### config.mk
export PLATFORM = sky130hd
export DESIGN_NAME = sql_token_scanner
export DESIGN_NICKNAME = d
export VERILOG_FILES = /design/src/sts_pkg.sv /design/src/sts_front.sv /design/src/sts_back.sv /design/src/sql_token_scanner.sv
export SDC_FILE = /design/constraint.sdc
export NUM_CORES = 2
export LEC_CHECK = 0
export BUFFER_PORTS_ARGS = -buffer_cell sky130_fd_sc_hd__buf_2
export CORE_MARGIN = 2
export CORE_UTILIZATION = 33
export DETAILED_ROUTE_END_ITERATION = 12
export GPL_TIMING_DRIVEN = 0
export PLACE_DENSITY_LB_ADDON = 0.25
export SLEW_MARGIN = 20
export SYNTH_ARGS = -nofsm -noshare
export SYNTH_HDL_FRONTEND = slang
export SYNTH_SLANG_ARGS = --single-unit
### constraint.sdc
create_clock -name clk -period 44.3 [get_ports clk]
set_clock_uncertainty 0.15 [all_clocks]
set_input_delay 11.075 -clock clk [delete_from_list [all_inputs] [get_ports clk]]
set_output_delay 11.075 -clock clk [all_outputs]
set_load 0.02 [all_outputs]
### src/sts_pkg.sv
// Shared types and constants for the SQL token scanner.
package sts_pkg;

  // Input item: action plus raw character byte.
  typedef struct packed {
    logic       action;
    logic [7:0] char_byte;
  } sts_in_t;

  // Result item fields.
  typedef struct packed {
    logic [5:0]  token_kind;
    logic [15:0] start_offset;
    logic [15:0] token_length;
    logic [62:0] int_value;
    logic [59:0] frac_value;
    logic [4:0]  frac_digits;
    logic [2:0]  error_code;
    logic        last;
  } sts_out_t;

  // Action codes.
  localparam logic ACT_BYTE = 1'b0;
  localparam logic ACT_END  = 1'b1;

  // Token kinds.
  localparam logic [5:0] TK_EOF    = 6'd0;
  localparam logic [5:0] TK_COMMA  = 6'd1;
  localparam logic [5:0] TK_DOT    = 6'd2;
  localparam logic [5:0] TK_LPAR   = 6'd3;
  localparam logic [5:0] TK_RPAR   = 6'd4;
  localparam logic [5:0] TK_PLUS   = 6'd5;
  localparam logic [5:0] TK_MINUS  = 6'd6;
  localparam logic [5:0] TK_STAR   = 6'd7;
  localparam logic [5:0] TK_SLASH  = 6'd8;
  localparam logic [5:0] TK_EQ     = 6'd9;
  localparam logic [5:0] TK_LT     = 6'd10;
  localparam logic [5:0] TK_LE     = 6'd11;
  localparam logic [5:0] TK_NE     = 6'd12;
  localparam logic [5:0] TK_GT     = 6'd13;
  localparam logic [5:0] TK_GE     = 6'd14;
  localparam logic [5:0] TK_STRING = 6'd15;
  localparam logic [5:0] TK_INT    = 6'd16;
  localparam logic [5:0] TK_DEC    = 6'd17;
  localparam logic [5:0] TK_IDENT  = 6'd18;
  localparam logic [5:0] TK_KW0    = 6'd19;

  // Error codes.
  localparam logic [2:0] ERR_NONE  = 3'd0;
  localparam logic [2:0] ERR_BANG  = 3'd1;
  localparam logic [2:0] ERR_STR   = 3'd2;
  localparam logic [2:0] ERR_CHAR  = 3'd3;
  localparam logic [2:0] ERR_OVF   = 3'd4;

  // Characters.
  localparam logic [7:0] CH_QUOTE = 8'h27;
  localparam logic [7:0] CH_EQ    = 8'h3D;
  localparam logic [7:0] CH_DOT   = 8'h2E;
  localparam logic [7:0] CH_UNDER = 8'h5F;
  localparam logic [7:0] CH_LT    = 8'h3C;
  localparam logic [7:0] CH_GT    = 8'h3E;
  localparam logic [7:0] CH_BANG  = 8'h21;

  localparam logic [62:0] I64_LIMIT = {63{1'b1}};
  localparam logic [63:0] INT_GUARD = 64'd922337203685477580;

  // Keyword table, packed big-endian in 64 bits.
  localparam int KwCount = 23;
  typedef logic [63:0] kw_arr_t [KwCount];
  localparam kw_arr_t KW_TEXT = '{
    64'h53454C454354, 64'h46524F4D, 64'h5748455245, 64'h4A4F494E,
    64'h494E4E4552, 64'h4C454654, 64'h5249474854, 64'h43524F5353,
    64'h4F4E, 64'h414E44, 64'h4F52, 64'h4E4F54, 64'h4153,
    64'h4F52444552, 64'h4259, 64'h47524F5550, 64'h4C494D4954,
    64'h415343, 64'h44455343, 64'h484156494E47, 64'h4E554C4C,
    64'h54525545, 64'h46414C5345};

  // Scanner modes, one-hot.
  typedef enum logic [9:0] {
    M_IDLE   = 10'b0000000001,
    M_LT     = 10'b0000000010,
    M_GT     = 10'b0000000100,
    M_BANG   = 10'b0000001000,
    M_STRING = 10'b0000010000,
    M_INT    = 10'b0000100000,
    M_INTDOT = 10'b0001000000,
    M_FRAC   = 10'b0010000000,
    M_WORD   = 10'b0100000000,
    M_DEAD   = 10'b1000000000
  } mode_t;

  // Token request from the front to the back: up to three per item.
  typedef struct packed {
    logic        vld;
    logic [5:0]  kind;
    logic [31:0] start;
    logic [31:0] len;
    logic        use_num;
    logic [2:0]  err;
  } tok_req_t;

  // Classification of one byte.
  function automatic logic is_digit(input logic [7:0] b);
    return b >= 8'd48 && b <= 8'd57;
  endfunction

  function automatic logic is_alpha(input logic [7:0] b);
    return (b >= 8'd65 && b <= 8'd90) || (b >= 8'd97 && b <= 8'd122);
  endfunction

  function automatic logic is_space(input logic [7:0] b);
    return b == 8'd32 || (b >= 8'd9 && b <= 8'd13);
  endfunction

  function automatic logic [7:0] to_upper(input logic [7:0] b);
    return (b >= 8'd97 && b <= 8'd122) ? b - 8'd32 : b;
  endfunction

endpackage

### src/sts_front.sv
// Front end: tracks the scanner mode and turns each item into token requests.
module sts_front #(
  parameter int OFFSET_BITS       = 16,
  parameter int KEYWORD_MAX_CHARS = 6
) (
  input  logic              clk,
  input  logic              rst_n,
  input  logic              in_valid,
  output logic              in_ready,
  input  sts_pkg::sts_in_t  in_data,
  output logic              q_push,
  output sts_pkg::tok_req_t q_req [3],
  output logic [62:0]       q_ival,
  output logic [59:0]       q_fval,
  output logic [4:0]        q_fcnt,
  input  logic              q_room
);
  import sts_pkg::*;

  localparam int WbBits = 8 * KEYWORD_MAX_CHARS;

  mode_t                  mode_r, mode_nxt;
  logic [OFFSET_BITS-1:0] pos_r, pos_nxt, tstart_r, tstart_nxt;
  logic [63:0]            iacc_r, iacc_nxt, facc_r, facc_nxt;
  logic [4:0]             fcnt_r, fcnt_nxt;
  logic [WbBits-1:0]      wbuf_r, wbuf_nxt;
  logic                   wlong_r, wlong_nxt, ovf_r, ovf_nxt;

  logic                   fire;
  logic [7:0]             b;
  logic [3:0]             d;
  logic [OFFSET_BITS-1:0] p, len, pm1;
  logic [5:0]             kw_kind;
  logic [63:0]            iacc_x10;
  logic [63:0]            facc_x10;
  tok_req_t               r [3];
  logic [1:0]             n;

  assign in_ready = q_room;
  assign fire     = in_valid && in_ready;
  assign b        = in_data.char_byte;
  assign d        = b[3:0] - 4'd0;
  assign p        = pos_r;
  assign pm1      = p - OFFSET_BITS'(1);
  assign len      = p - tstart_r;
  assign iacc_x10 = (iacc_r << 3) + (iacc_r << 1);
  assign facc_x10 = (facc_r << 3) + (facc_r << 1);

  // Keyword match over the packed word buffer.
  always_comb begin
    kw_kind = TK_IDENT;
    if (!wlong_r) begin
      for (int k = KwCount - 1; k >= 0; k--) begin
        if (KW_TEXT[k] == 64'(wbuf_r)) kw_kind = TK_KW0 + 6'(k);
      end
    end
  end

  // One scanner step per accepted item.
  always_comb begin
    logic restart;
    restart    = 1'b0;
    mode_nxt   = mode_r;
    pos_nxt    = pos_r;
    tstart_nxt = tstart_r;
    iacc_nxt   = iacc_r;
    facc_nxt   = facc_r;
    fcnt_nxt   = fcnt_r;
    wbuf_nxt   = wbuf_r;
    wlong_nxt  = wlong_r;
    ovf_nxt    = ovf_r;
    n          = 2'd0;
    for (int i = 0; i < 3; i++) r[i] = '0;

    if (in_data.action == ACT_END) begin
      // Flush the pending token, then eof unless an error ended it.
      priority case (1'b1)
        mode_r == M_LT: begin
          r[0] = '{1'b1, TK_LT, 32'(tstart_r), 32'd1, 1'b0, ERR_NONE}; n = 2'd1;
        end
        mode_r == M_GT: begin
          r[0] = '{1'b1, TK_GT, 32'(tstart_r), 32'd1, 1'b0, ERR_NONE}; n = 2'd1;
        end
        mode_r == M_BANG: begin
          r[0] = '{1'b1, TK_EOF, 32'(tstart_r), 32'd1, 1'b0, ERR_BANG}; n = 2'd3;
        end
        mode_r == M_STRING: begin
          r[0] = '{1'b1, TK_EOF, 32'(tstart_r), 32'(len), 1'b0, ERR_STR}; n = 2'd3;
        end
        mode_r == M_INT: begin
          if (ovf_r) begin
            r[0] = '{1'b1, TK_EOF, 32'(tstart_r), 32'(len), 1'b0, ERR_OVF}; n = 2'd3;
          end else begin
            r[0] = '{1'b1, TK_INT, 32'(tstart_r), 32'(len), 1'b1, ERR_NONE}; n = 2'd1;
          end
        end
        mode_r == M_INTDOT: begin
          if (ovf_r) begin
            r[0] = '{1'b1, TK_EOF, 32'(tstart_r), 32'(OFFSET_BITS'(pm1 - tstart_r)),
                     1'b0, ERR_OVF};
            n = 2'd3;
          end else begin
            r[0] = '{1'b1, TK_INT, 32'(tstart_r), 32'(OFFSET_BITS'(pm1 - tstart_r)),
                     1'b1, ERR_NONE};
            r[1] = '{1'b1, TK_DOT, 32'(pm1), 32'd1, 1'b0, ERR_NONE};
            n = 2'd2;
          end
        end
        mode_r == M_FRAC: begin
          r[0] = '{1'b1, TK_DEC, 32'(tstart_r), 32'(len), 1'b1, ERR_NONE}; n = 2'd1;
        end
        mode_r == M_WORD: begin
          r[0] = '{1'b1, kw_kind, 32'(tstart_r), 32'(len), 1'b0, ERR_NONE}; n = 2'd1;
        end
        mode_r == M_DEAD: n = 2'd3;
        default: n = 2'd0;
      endcase
      if (n != 2'd3) r[n] = '{1'b1, TK_EOF, 32'(p), 32'd0, 1'b0, ERR_NONE};
      mode_nxt = M_IDLE; pos_nxt = '0; tstart_nxt = '0; iacc_nxt = '0;
      facc_nxt = '0; fcnt_nxt = '0; wbuf_nxt = '0; wlong_nxt = 1'b0; ovf_nxt = 1'b0;
    end else begin
      pos_nxt = pos_r + OFFSET_BITS'(1);
      priority case (1'b1)
        mode_r == M_IDLE: restart = 1'b1;
        mode_r == M_LT: begin
          mode_nxt = M_IDLE;
          if (b == CH_EQ) begin
            r[0] = '{1'b1, TK_LE, 32'(tstart_r), 32'd2, 1'b0, ERR_NONE}; n = 2'd1;
          end else if (b == CH_GT) begin
            r[0] = '{1'b1, TK_NE, 32'(tstart_r), 32'd2, 1'b0, ERR_NONE}; n = 2'd1;
          end else begin
            r[0] = '{1'b1, TK_LT, 32'(tstart_r), 32'd1, 1'b0, ERR_NONE}; n = 2'd1;
            restart = 1'b1;
          end
        end
        mode_r == M_GT: begin
          mode_nxt = M_IDLE;
          r[0] = '{1'b1, (b == CH_EQ) ? TK_GE : TK_GT, 32'(tstart_r),
                   (b == CH_EQ) ? 32'd2 : 32'd1, 1'b0, ERR_NONE};
          n = 2'd1;
          restart = b != CH_EQ;
        end
        mode_r == M_BANG: begin
          if (b == CH_EQ) begin
            mode_nxt = M_IDLE;
            r[0] = '{1'b1, TK_NE, 32'(tstart_r), 32'd2, 1'b0, ERR_NONE};
          end else begin
            mode_nxt = M_DEAD;
            r[0] = '{1'b1, TK_EOF, 32'(tstart_r), 32'd1, 1'b0, ERR_BANG};
          end
          n = 2'd1;
        end
        mode_r == M_STRING: begin
          if (b == CH_QUOTE) begin
            mode_nxt = M_IDLE;
            r[0] = '{1'b1, TK_STRING, 32'(OFFSET_BITS'(tstart_r + OFFSET_BITS'(1))),
                     32'(OFFSET_BITS'(len - OFFSET_BITS'(1))), 1'b0, ERR_NONE};
            n = 2'd1;
          end
        end
        mode_r == M_INT: begin
          if (is_digit(b)) begin
            // Overflow test: acc > (limit - d) / 10, limit - d in [L-9, L].
            if (iacc_r > INT_GUARD || (iacc_r == INT_GUARD && d > 4'd7)) begin
              ovf_nxt = 1'b1; iacc_nxt = {1'b0, I64_LIMIT};
            end else begin
              iacc_nxt = iacc_x10 + 64'(d);
            end
          end else if (b == CH_DOT) begin
            mode_nxt = M_INTDOT;
          end else if (ovf_r) begin
            mode_nxt = M_DEAD;
            r[0] = '{1'b1, TK_EOF, 32'(tstart_r), 32'(len), 1'b0, ERR_OVF}; n = 2'd1;
          end else begin
            r[0] = '{1'b1, TK_INT, 32'(tstart_r), 32'(len), 1'b1, ERR_NONE}; n = 2'd1;
            restart = 1'b1;
          end
        end
        mode_r == M_INTDOT: begin
          if (is_digit(b)) begin
            mode_nxt = M_FRAC; facc_nxt = 64'(d); fcnt_nxt = 5'd1;
          end else if (ovf_r) begin
            mode_nxt = M_DEAD;
            r[0] = '{1'b1, TK_EOF, 32'(tstart_r), 32'(OFFSET_BITS'(pm1 - tstart_r)),
                     1'b0, ERR_OVF};
            n = 2'd1;
          end else begin
            r[0] = '{1'b1, TK_INT, 32'(tstart_r), 32'(OFFSET_BITS'(pm1 - tstart_r)),
                     1'b1, ERR_NONE};
            r[1] = '{1'b1, TK_DOT, 32'(pm1), 32'd1, 1'b0, ERR_NONE};
            n = 2'd2;
            restart = 1'b1;
          end
        end
        mode_r == M_FRAC: begin
          if (is_digit(b)) begin
            if (fcnt_r < 5'd18) begin
              facc_nxt = facc_x10 + 64'(d); fcnt_nxt = fcnt_r + 5'd1;
            end
          end else begin
            r[0] = '{1'b1, TK_DEC, 32'(tstart_r), 32'(len), 1'b1, ERR_NONE}; n = 2'd1;
            restart = 1'b1;
          end
        end
        mode_r == M_WORD: begin
          if (is_alpha(b) || is_digit(b) || b == CH_UNDER) begin
            if (32'(len) < KEYWORD_MAX_CHARS) wbuf_nxt = {wbuf_r[WbBits-9:0], to_upper(b)};
            else wlong_nxt = 1'b1;
          end else begin
            r[0] = '{1'b1, kw_kind, 32'(tstart_r), 32'(len), 1'b0, ERR_NONE}; n = 2'd1;
            restart = 1'b1;
          end
        end
        default: mode_nxt = M_DEAD;
      endcase

      // Start a new token at this byte.
      if (restart) begin
        logic [5:0] pk;
        pk = TK_EOF;
        mode_nxt   = M_IDLE;
        tstart_nxt = p;
        unique case (b)
          8'h2C: pk = TK_COMMA;
          CH_DOT: pk = TK_DOT;
          8'h28: pk = TK_LPAR;
          8'h29: pk = TK_RPAR;
          8'h2B: pk = TK_PLUS;
          8'h2D: pk = TK_MINUS;
          8'h2A: pk = TK_STAR;
          8'h2F: pk = TK_SLASH;
          CH_EQ: pk = TK_EQ;
          default: pk = TK_EOF;
        endcase
        if (pk != TK_EOF) begin
          r[n] = '{1'b1, pk, 32'(p), 32'd1, 1'b0, ERR_NONE};
        end else if (b == CH_LT) begin
          mode_nxt = M_LT;
        end else if (b == CH_GT) begin
          mode_nxt = M_GT;
        end else if (b == CH_BANG) begin
          mode_nxt = M_BANG;
        end else if (b == CH_QUOTE) begin
          mode_nxt = M_STRING;
        end else if (is_space(b)) begin
          mode_nxt = M_IDLE;
        end else if (is_digit(b)) begin
          mode_nxt = M_INT; iacc_nxt = 64'(d); ovf_nxt = 1'b0;
          facc_nxt = '0; fcnt_nxt = '0;
        end else if (is_alpha(b) || b == CH_UNDER) begin
          mode_nxt = M_WORD; wbuf_nxt = WbBits'(to_upper(b)); wlong_nxt = 1'b0;
        end else begin
          mode_nxt = M_DEAD;
          r[n] = '{1'b1, TK_EOF, 32'(p), 32'd1, 1'b0, ERR_CHAR};
        end
      end
    end
  end

  // Results leave with the number state as it stands before the step.
  assign q_push = fire && (r[0].vld || r[1].vld || r[2].vld);
  assign q_req  = r;
  assign q_ival = iacc_r[62:0];
  assign q_fval = facc_r[59:0];
  assign q_fcnt = fcnt_r;

  // State registers.
  always_ff @(posedge clk) begin
    if (!rst_n) begin
      mode_r <= M_IDLE; pos_r <= '0; tstart_r <= '0; iacc_r <= '0; facc_r <= '0;
      fcnt_r <= '0; wbuf_r <= '0; wlong_r <= 1'b0; ovf_r <= 1'b0;
    end else if (fire) begin
      mode_r <= mode_nxt; pos_r <= pos_nxt; tstart_r <= tstart_nxt;
      iacc_r <= iacc_nxt; facc_r <= facc_nxt; fcnt_r <= fcnt_nxt;
      wbuf_r <= wbuf_nxt; wlong_r <= wlong_nxt; ovf_r <= ovf_nxt;
    end
  end

  ap_len: assert property (@(posedge clk) disable iff (!rst_n)
    fire && r[1].vld |-> r[0].vld) else $error("request slots out of order");
  ap_dead: assert property (@(posedge clk) disable iff (!rst_n)
    mode_r == M_DEAD && fire && in_data.action == ACT_BYTE |=> mode_r == M_DEAD)
    else $error("left error mode without end");
  ap_pos: assert property (@(posedge clk) disable iff (!rst_n)
    fire && in_data.action == ACT_END |=> pos_r == '0) else $error("position kept");
endmodule

### src/sts_back.sv
// Back end: queue of token groups and serializer onto the result channel.
module sts_back (
  input  logic              clk,
  input  logic              rst_n,
  input  logic              q_push,
  input  sts_pkg::tok_req_t q_req [3],
  input  logic [62:0]       q_ival,
  input  logic [59:0]       q_fval,
  input  logic [4:0]        q_fcnt,
  output logic              q_room,
  output logic              out_valid,
  input  logic              out_ready,
  output sts_pkg::sts_out_t out_data
);
  import sts_pkg::*;

  localparam int Depth = 4;

  // Queue entries: one entry per result item, pushed up to three at once.
  sts_out_t          mem_r [Depth];
  logic [1:0]        wp_r, rp_r;
  logic [2:0]        cnt_r, cnt_nxt;
  logic              pop;
  logic [1:0]        npush;
  sts_out_t          e [3];
  logic [1:0]        lastidx;

  assign q_room = cnt_r <= 3'(Depth - 3) || (cnt_r == 3'(Depth - 2) && pop);
  assign pop    = out_valid && out_ready;
  assign out_valid = cnt_r != '0;
  assign out_data  = mem_r[rp_r];

  // Build the result items of one group.
  always_comb begin
    npush   = 2'd0;
    lastidx = 2'd0;
    for (int i = 0; i < 3; i++) begin
      if (q_req[i].vld) begin
        npush   = npush + 2'd1;
        lastidx = 2'(i);
      end
    end
    for (int i = 0; i < 3; i++) begin
      e[i].token_kind   = q_req[i].kind;
      e[i].start_offset = q_req[i].start[15:0];
      e[i].token_length = q_req[i].len[15:0];
      e[i].int_value    = q_req[i].use_num ? q_ival : '0;
      e[i].frac_value   = (q_req[i].use_num && q_req[i].kind == TK_DEC) ? q_fval : '0;
      e[i].frac_digits  = (q_req[i].use_num && q_req[i].kind == TK_DEC) ? q_fcnt : '0;
      e[i].error_code   = q_req[i].err;
      e[i].last         = 2'(i) == lastidx;
    end
  end

  always_comb begin
    cnt_nxt = cnt_r + (q_push ? 3'(npush) : 3'd0) - (pop ? 3'd1 : 3'd0);
  end

  // Queue storage.
  always_ff @(posedge clk) begin
    if (q_push) begin
      for (int i = 0; i < 3; i++) begin
        if (2'(i) < npush) mem_r[wp_r + 2'(i)] <= e[i];
      end
    end
  end

  // Queue pointers.
  always_ff @(posedge clk) begin
    if (!rst_n) begin
      wp_r <= '0; rp_r <= '0; cnt_r <= '0;
    end else begin
      if (q_push) wp_r <= wp_r + npush;
      if (pop) rp_r <= rp_r + 2'd1;
      cnt_r <= cnt_nxt;
    end
  end

  ap_ovf: assert property (@(posedge clk) disable iff (!rst_n)
    cnt_r <= 3'(Depth)) else $error("queue overrun");
  ap_push: assert property (@(posedge clk) disable iff (!rst_n)
    q_push |-> q_room) else $error("push without room");
  ap_cnt: assert property (@(posedge clk) disable iff (!rst_n)
    !q_push && pop |=> cnt_r == $past(cnt_r) - 3'd1) else $error("count slip");
endmodule

### src/sql_token_scanner.sv
// Top level of the SQL token scanner.
// Usage: query text enters on the in_ channel, one byte per item with
// action 0, closed by one item with action 1. Tokens leave on the out_
// channel in text order; each input item causes zero to three result
// items and the final one carries last = 1.
// Results of an item are written into the result queue when the item
// that completes them is accepted. Throughput: one input item per
// cycle while the queue has room; bytes are classified combinationally.
// A four-entry result queue sits between front and back. The front takes
// an item only while the queue has room for three more results, so input
// keeps flowing for a while when the receiver stalls, then in_ready drops.
// Reset empties the queue and returns the scanner to the idle mode with
// offset zero; after an end item the scanner resets the same way.
module sql_token_scanner #(
  parameter int OFFSET_BITS       = 16,
  parameter int KEYWORD_MAX_CHARS = 6
) (
  input  logic              clk,
  input  logic              rst_n,
  input  logic              in_valid,
  output logic              in_ready,
  input  sts_pkg::sts_in_t  in_data,
  output logic              out_valid,
  input  logic              out_ready,
  output sts_pkg::sts_out_t out_data
);
  import sts_pkg::*;

  logic        q_push, q_room;
  tok_req_t    q_req [3];
  logic [62:0] q_ival;
  logic [59:0] q_fval;
  logic [4:0]  q_fcnt;

  // Front end: classification and token state.
  sts_front #(
    .OFFSET_BITS(OFFSET_BITS),
    .KEYWORD_MAX_CHARS(KEYWORD_MAX_CHARS)
  ) u_front (
    .clk(clk), .rst_n(rst_n), .in_valid(in_valid), .in_ready(in_ready),
    .in_data(in_data), .q_push(q_push), .q_req(q_req), .q_ival(q_ival),
    .q_fval(q_fval), .q_fcnt(q_fcnt), .q_room(q_room)
  );

  // Back end: result queue.
  sts_back u_back (
    .clk(clk), .rst_n(rst_n), .q_push(q_push), .q_req(q_req), .q_ival(q_ival),
    .q_fval(q_fval), .q_fcnt(q_fcnt), .q_room(q_room), .out_valid(out_valid),
    .out_ready(out_ready), .out_data(out_data)
  );
endmodule
==> impl_results.rst <==
.. list-table::
   :header-rows: 1

   * - Metric
     - Value
   * - Status
     - completed
   * - Resized cells post-CTS
     - 0
   * - Number of buffer and inverter stages on the critical path
     - 2
   * - Cell row count
     - 147
   * - Count of yosys warnings during synthesis
     - 0
   * - Share of synthesized area occupied by flip-flops and latches
     - between 40% and 50%
   * - Critical Path Most Common Cell
     - sky130_fd_sc_hd__buf_2
   * - Post-synth EDFFs
     - 680
   * - Total number of vias
     - 43.1k
   * - Maximum number of pins on one net before global-route repair
     - 21
   * - Number of distinct library cells after synthesis
     - 100
   * - Required time of the critical path
     - 33080 ps
   * - Pins over their slew limit
     - 0
   * - Final weighted congestion in routability-driven placement
     - 0.966
   * - Total of flip-flops plus latches after synthesis
     - 910
   * - Commonest non-fill, non-tap cells in the layout
     - 710 x sky130_fd_sc_hd__nor2_1, 680 x sky130_fd_sc_hd__edfxtp_1, 377 x sky130_fd_sc_hd__nand2_1, 289 x sky130_fd_sc_hd__and2_1, 286 x sky130_fd_sc_hd__a21oi_1
   * - Total I/O pin count
     - 185
   * - Hold violation count in the final report
     - 0
   * - Vert. Die Dim
     - between 400 and 500 µm
   * - First-pass GRT wire length
     - 274000 µm
   * - PortBufs
     - 184
   * - Area of the multi-input gates
     - 26600 µm²
   * - Total global routing track utilization
     - 22.0%
   * - CP max-delay cell
     - sky130_fd_sc_hd__nor2_1
   * - Routed wire length
     - 184000 µm
   * - Slew of the pin with the lowest slew margin
     - ~1200 ps
   * - Worst R2R Path Depth
     - 22
   * - Post-route clock period utilization
     - a little over half
   * - Remaining routing DRC violations
     - 0
   * - Worst Hold Class
     - reg -> reg
   * - Arrival @ worst endpoint
     - 12420 ps
   * - Total standard cell area after synthesis
     - about 53000 µm²
   * - Post-route minimum period
     - 23640 ps
   * - Initial Utilization
     - roughly a third
   * - Core Footprint
     - around 160000 µm²
   * - Cell count of the worst hold path
     - 2
   * - Die area
     - 165000 µm²
   * - Fraction of final layout cells sized beyond drive strength 1
     - 12.7%
   * - Wire per inst
     - 24.0 µm
   * - Number of failing setup endpoints in the final timing report
     - 0
   * - CP Depth
     - 4
   * - Final #Nets
     - 5723
   * - End of the critical path
     - in_ready
   * - Kind of cell adding the most delay to the critical path
     - simple AND/OR/NAND/NOR gates
   * - Startpoint type of the worst setup path
     - input pin
   * - Critical-path cell list
     - buf_2, a21oi_1, nor2_1, buf_2
   * - Number of clock sinks
     - 910
   * - Slack of the worst reg-to-reg path
     - 36250 ps
   * - Post-CTS Setup Inserts
     - 0
   * - Detailed placer's ending HPWL
     - approximately 140000 µm
   * - Unrepaired setup endpoints after global routing
     - false
   * - Critical path endpoint category
     - output pin
   * - Slowest cell delay on critical path
     - 750 ps
   * - X dimension of the die
     - a little over 400 µm
   * - Pre-Repair DR Iteration Count
     - 7
   * - Net count after synthesis
     - around 5.4k
   * - Post-Synthesis Mean Instance Area
     - 10.5 µm²
   * - CTS H-tree lvls
     - 3
   * - Gr ovfl total
     - 0
   * - Worst relative slew slack
     - between 10% and 20%
   * - Fill cell count
     - 16.0k
   * - Synth async-reset ratio
     - 0%
   * - Clock root buffer
     - sky130_fd_sc_hd__clkbuf_16
   * - Maximum achievable frequency
     - 0.0423 GHz
   * - Critical R2R Capture
     - u_back.mem_r[0][141]
   * - Beginning of the worst register-to-register path
     - u_front.mode_r[6]
   * - Iter 0 DRT Violations
     - 4455
   * - Deepest clock path buffer count
     - 3
   * - Initial antenna violation count
     - 13
   * - Accumulated negative setup slack
     - 0 ps
   * - Max Cap Violations
     - 0
   * - Detailed-route vias per instance
     - between 5 and 6
   * - Antenna violation net count after detailed routing
     - 0
   * - WS Path Type
     - in -> out
   * - Clock tree from TritonCTS
     - built
   * - Post-Synthesis Cells
     - 5089
   * - Leakage power
     - ~24 nW
   * - Leading register cell type out of synthesis
     - sky130_fd_sc_hd__edfxtp_1
   * - Peak supply drop
     - around 0.000029 V
   * - Cell area power density
     - 40.8 nW/µm²
   * - Post-Route Hold Slack
     - approximately 330 ps
   * - Num CTS Buffers
     - 100
   * - Clk slew on worst S/H paths
     - roughly 60 ps
   * - Signed area change from the synthesized netlist to the final layout
     - 15.8%
   * - Worst-path fanout max
     - 3
   * - Clk_lat worst skew
     - between 700 and 800 ps
   * - Vias in the first global route
     - between 40k and 50k
   * - Launch point of the worst path
     - out_ready
   * - Cts hold-fix bufs
     - 0
   * - Sequential cell area
     - 25000 µm²
   * - Most common cell after layout, fill and taps aside
     - sky130_fd_sc_hd__nor2_1
==> state kept, by name (all words and copies together), names as in the netlist, named ones only <==
name              count
u_back.mem_r        680
u_front.iacc_r       64
u_front.facc_r       60
u_front.wbuf_r       48
u_front.p            16
u_front.tstart_r     16
u_front.mode_r       10
u_front.q_fcnt        5
u_back.cnt_r          3
u_back.rp_r           2
u_back.wp_r           2
u_front.ovf_r         1
u_front.wlong_r       1
==> cell families (layout without fill, tap and decap cells) <==
family | after synthesis | after routing | synth area share, %
adder cells (fa/ha/maj) | 287 | 287 | 6.84
XOR/XNOR | 180 | 180 | 2.96
flip-flops | 910 | 910 | 47.0
AO/OA/AOI/OAI | 1194 | 1194 | 15.0
buffers and inverters | 393 | 813 | 3.13
other | 0 | 7 | 0
AND/OR/NAND/NOR | 1948 | 1948 | 17.8
multiplexers | 177 | 177 | 7.32
==> cell usage after synthesis, types with 27 or more instances <==
cell	number	area, µm²
sky130_fd_sc_hd__nor2_1	710	2670
sky130_fd_sc_hd__edfxtp_1	680	20400
sky130_fd_sc_hd__nand2_1	377	1420
sky130_fd_sc_hd__and2_1	289	1810
sky130_fd_sc_hd__a21oi_1	286	1430
sky130_fd_sc_hd__ha_1	280	3500
sky130_fd_sc_hd__o21ai_0	266	1330
sky130_fd_sc_hd__dfxtp_1	230	4600
sky130_fd_sc_hd__clkbuf_1	208	781
sky130_fd_sc_hd__mux4_2	170	3830
sky130_fd_sc_hd__nor3_1	112	561
sky130_fd_sc_hd__xnor2_1	111	972
sky130_fd_sc_hd__nand3_1	108	541
sky130_fd_sc_hd__a21o_1	90	676
sky130_fd_sc_hd__a22oi_1	88	661
sky130_fd_sc_hd__inv_1	79	297
sky130_fd_sc_hd__xor2_1	69	604
sky130_fd_sc_hd__nand4_1	54	338
sky130_fd_sc_hd__buf_2	53	265
sky130_fd_sc_hd__a22o_1	51	447
sky130_fd_sc_hd__nor4_1	49	307
sky130_fd_sc_hd__nand2b_1	35	219
sky130_fd_sc_hd__a221o_1	34	340
sky130_fd_sc_hd__or3_1	34	213
sky130_fd_sc_hd__a31oi_1	33	206
sky130_fd_sc_hd__and3_1	32	200
sky130_fd_sc_hd__buf_1	30	113
sky130_fd_sc_hd__a211oi_1	29	218
sky130_fd_sc_hd__o211ai_1	29	218
sky130_fd_sc_hd__o22ai_1	27	169
==> per-layer routing <==
layer / wire, µm / share of wire (%) / vias to the layer above / GRT usage (%)
met4: 5700 / 3.1 / 0 / 7.78
met5: 0 / 0 / - / 0
met1: 79600 / 43 / 21300 / 29.4
met2: 87000 / 47 / 1590 / 36.1
met3: 12000 / 6.5 / 316 / 3.20
li1: - / - / 19800 / -
==> power by group <==
| part | internal (W) | switching [W] |
|---|---|---|
| Sequential | 0.000968 | 0.0000133 |
| Clock | 0.000512 | 0.000367 |
| Combinational | 0.000236 | 0.000417 |
| Total | 0.00172 | 0.000797 |
==> worst min-delay path by stage <==
stage	start	endpoint	slack, ps
after floorplan	u_front.iacc_r[63]	u_front.iacc_r[63]	290
after global placement	u_front.iacc_r[63]	u_front.iacc_r[63]	310
after detailed placement	u_front.iacc_r[63]	u_front.iacc_r[63]	310
after CTS	u_front.iacc_r[63]	u_front.iacc_r[63]	320
after global routing	u_front.iacc_r[63]	u_front.iacc_r[63]	340
final	u_front.iacc_r[63]	u_front.iacc_r[63]	330
==> area by class of cell <==
type                            count  share of cell area (%)
Timing Repair Buffer              232                    3.51
Clock buffer                      128                    4.46
Inverter                           81                   0.493
Tap cell                         2160                    4.38
Multi-Input combinational cell   3786                    43.2
Clock inverter                     60                    1.13
Sequential cell                   910                    40.6
Antenna cell                        7                  0.0284
Buffer                            312                    2.23
==> tightest hold or removal path, cell delays in order, from the launching register on <==
cell and delay, ps:
sky130_fd_sc_hd__dfxtp_1 320, sky130_fd_sc_hd__nand3_1 60, sky130_fd_sc_hd__o31ai_1 60
==> metrics by stage <==
| step | util, % | total power, W | cell area [µm²] | setup WS [ps] | std cells |
|---|---|---|---|---|---|
| 4_1_cts | 38.4 | 0.00254 | 61600 | 20820 | 7669 |
| 3_5_place_dp | 36.3 | 0.00166 | 58200 | 20820 | 7481 |
| 5_1_grt | 38.4 | 0.00260 | 61700 | 20650 | 7670 |
| 2_1_floorplan | - | 0.00142 | 53200 | 16770 | 5089 |
| 6_report | 38.5 | 0.00251 | 61700 | 20660 | 7676 |
| 3_3_place_gp | 35.5 | 0.00169 | 56900 | 3860 | 7433 |
Power figures use the tool's default switching activity.
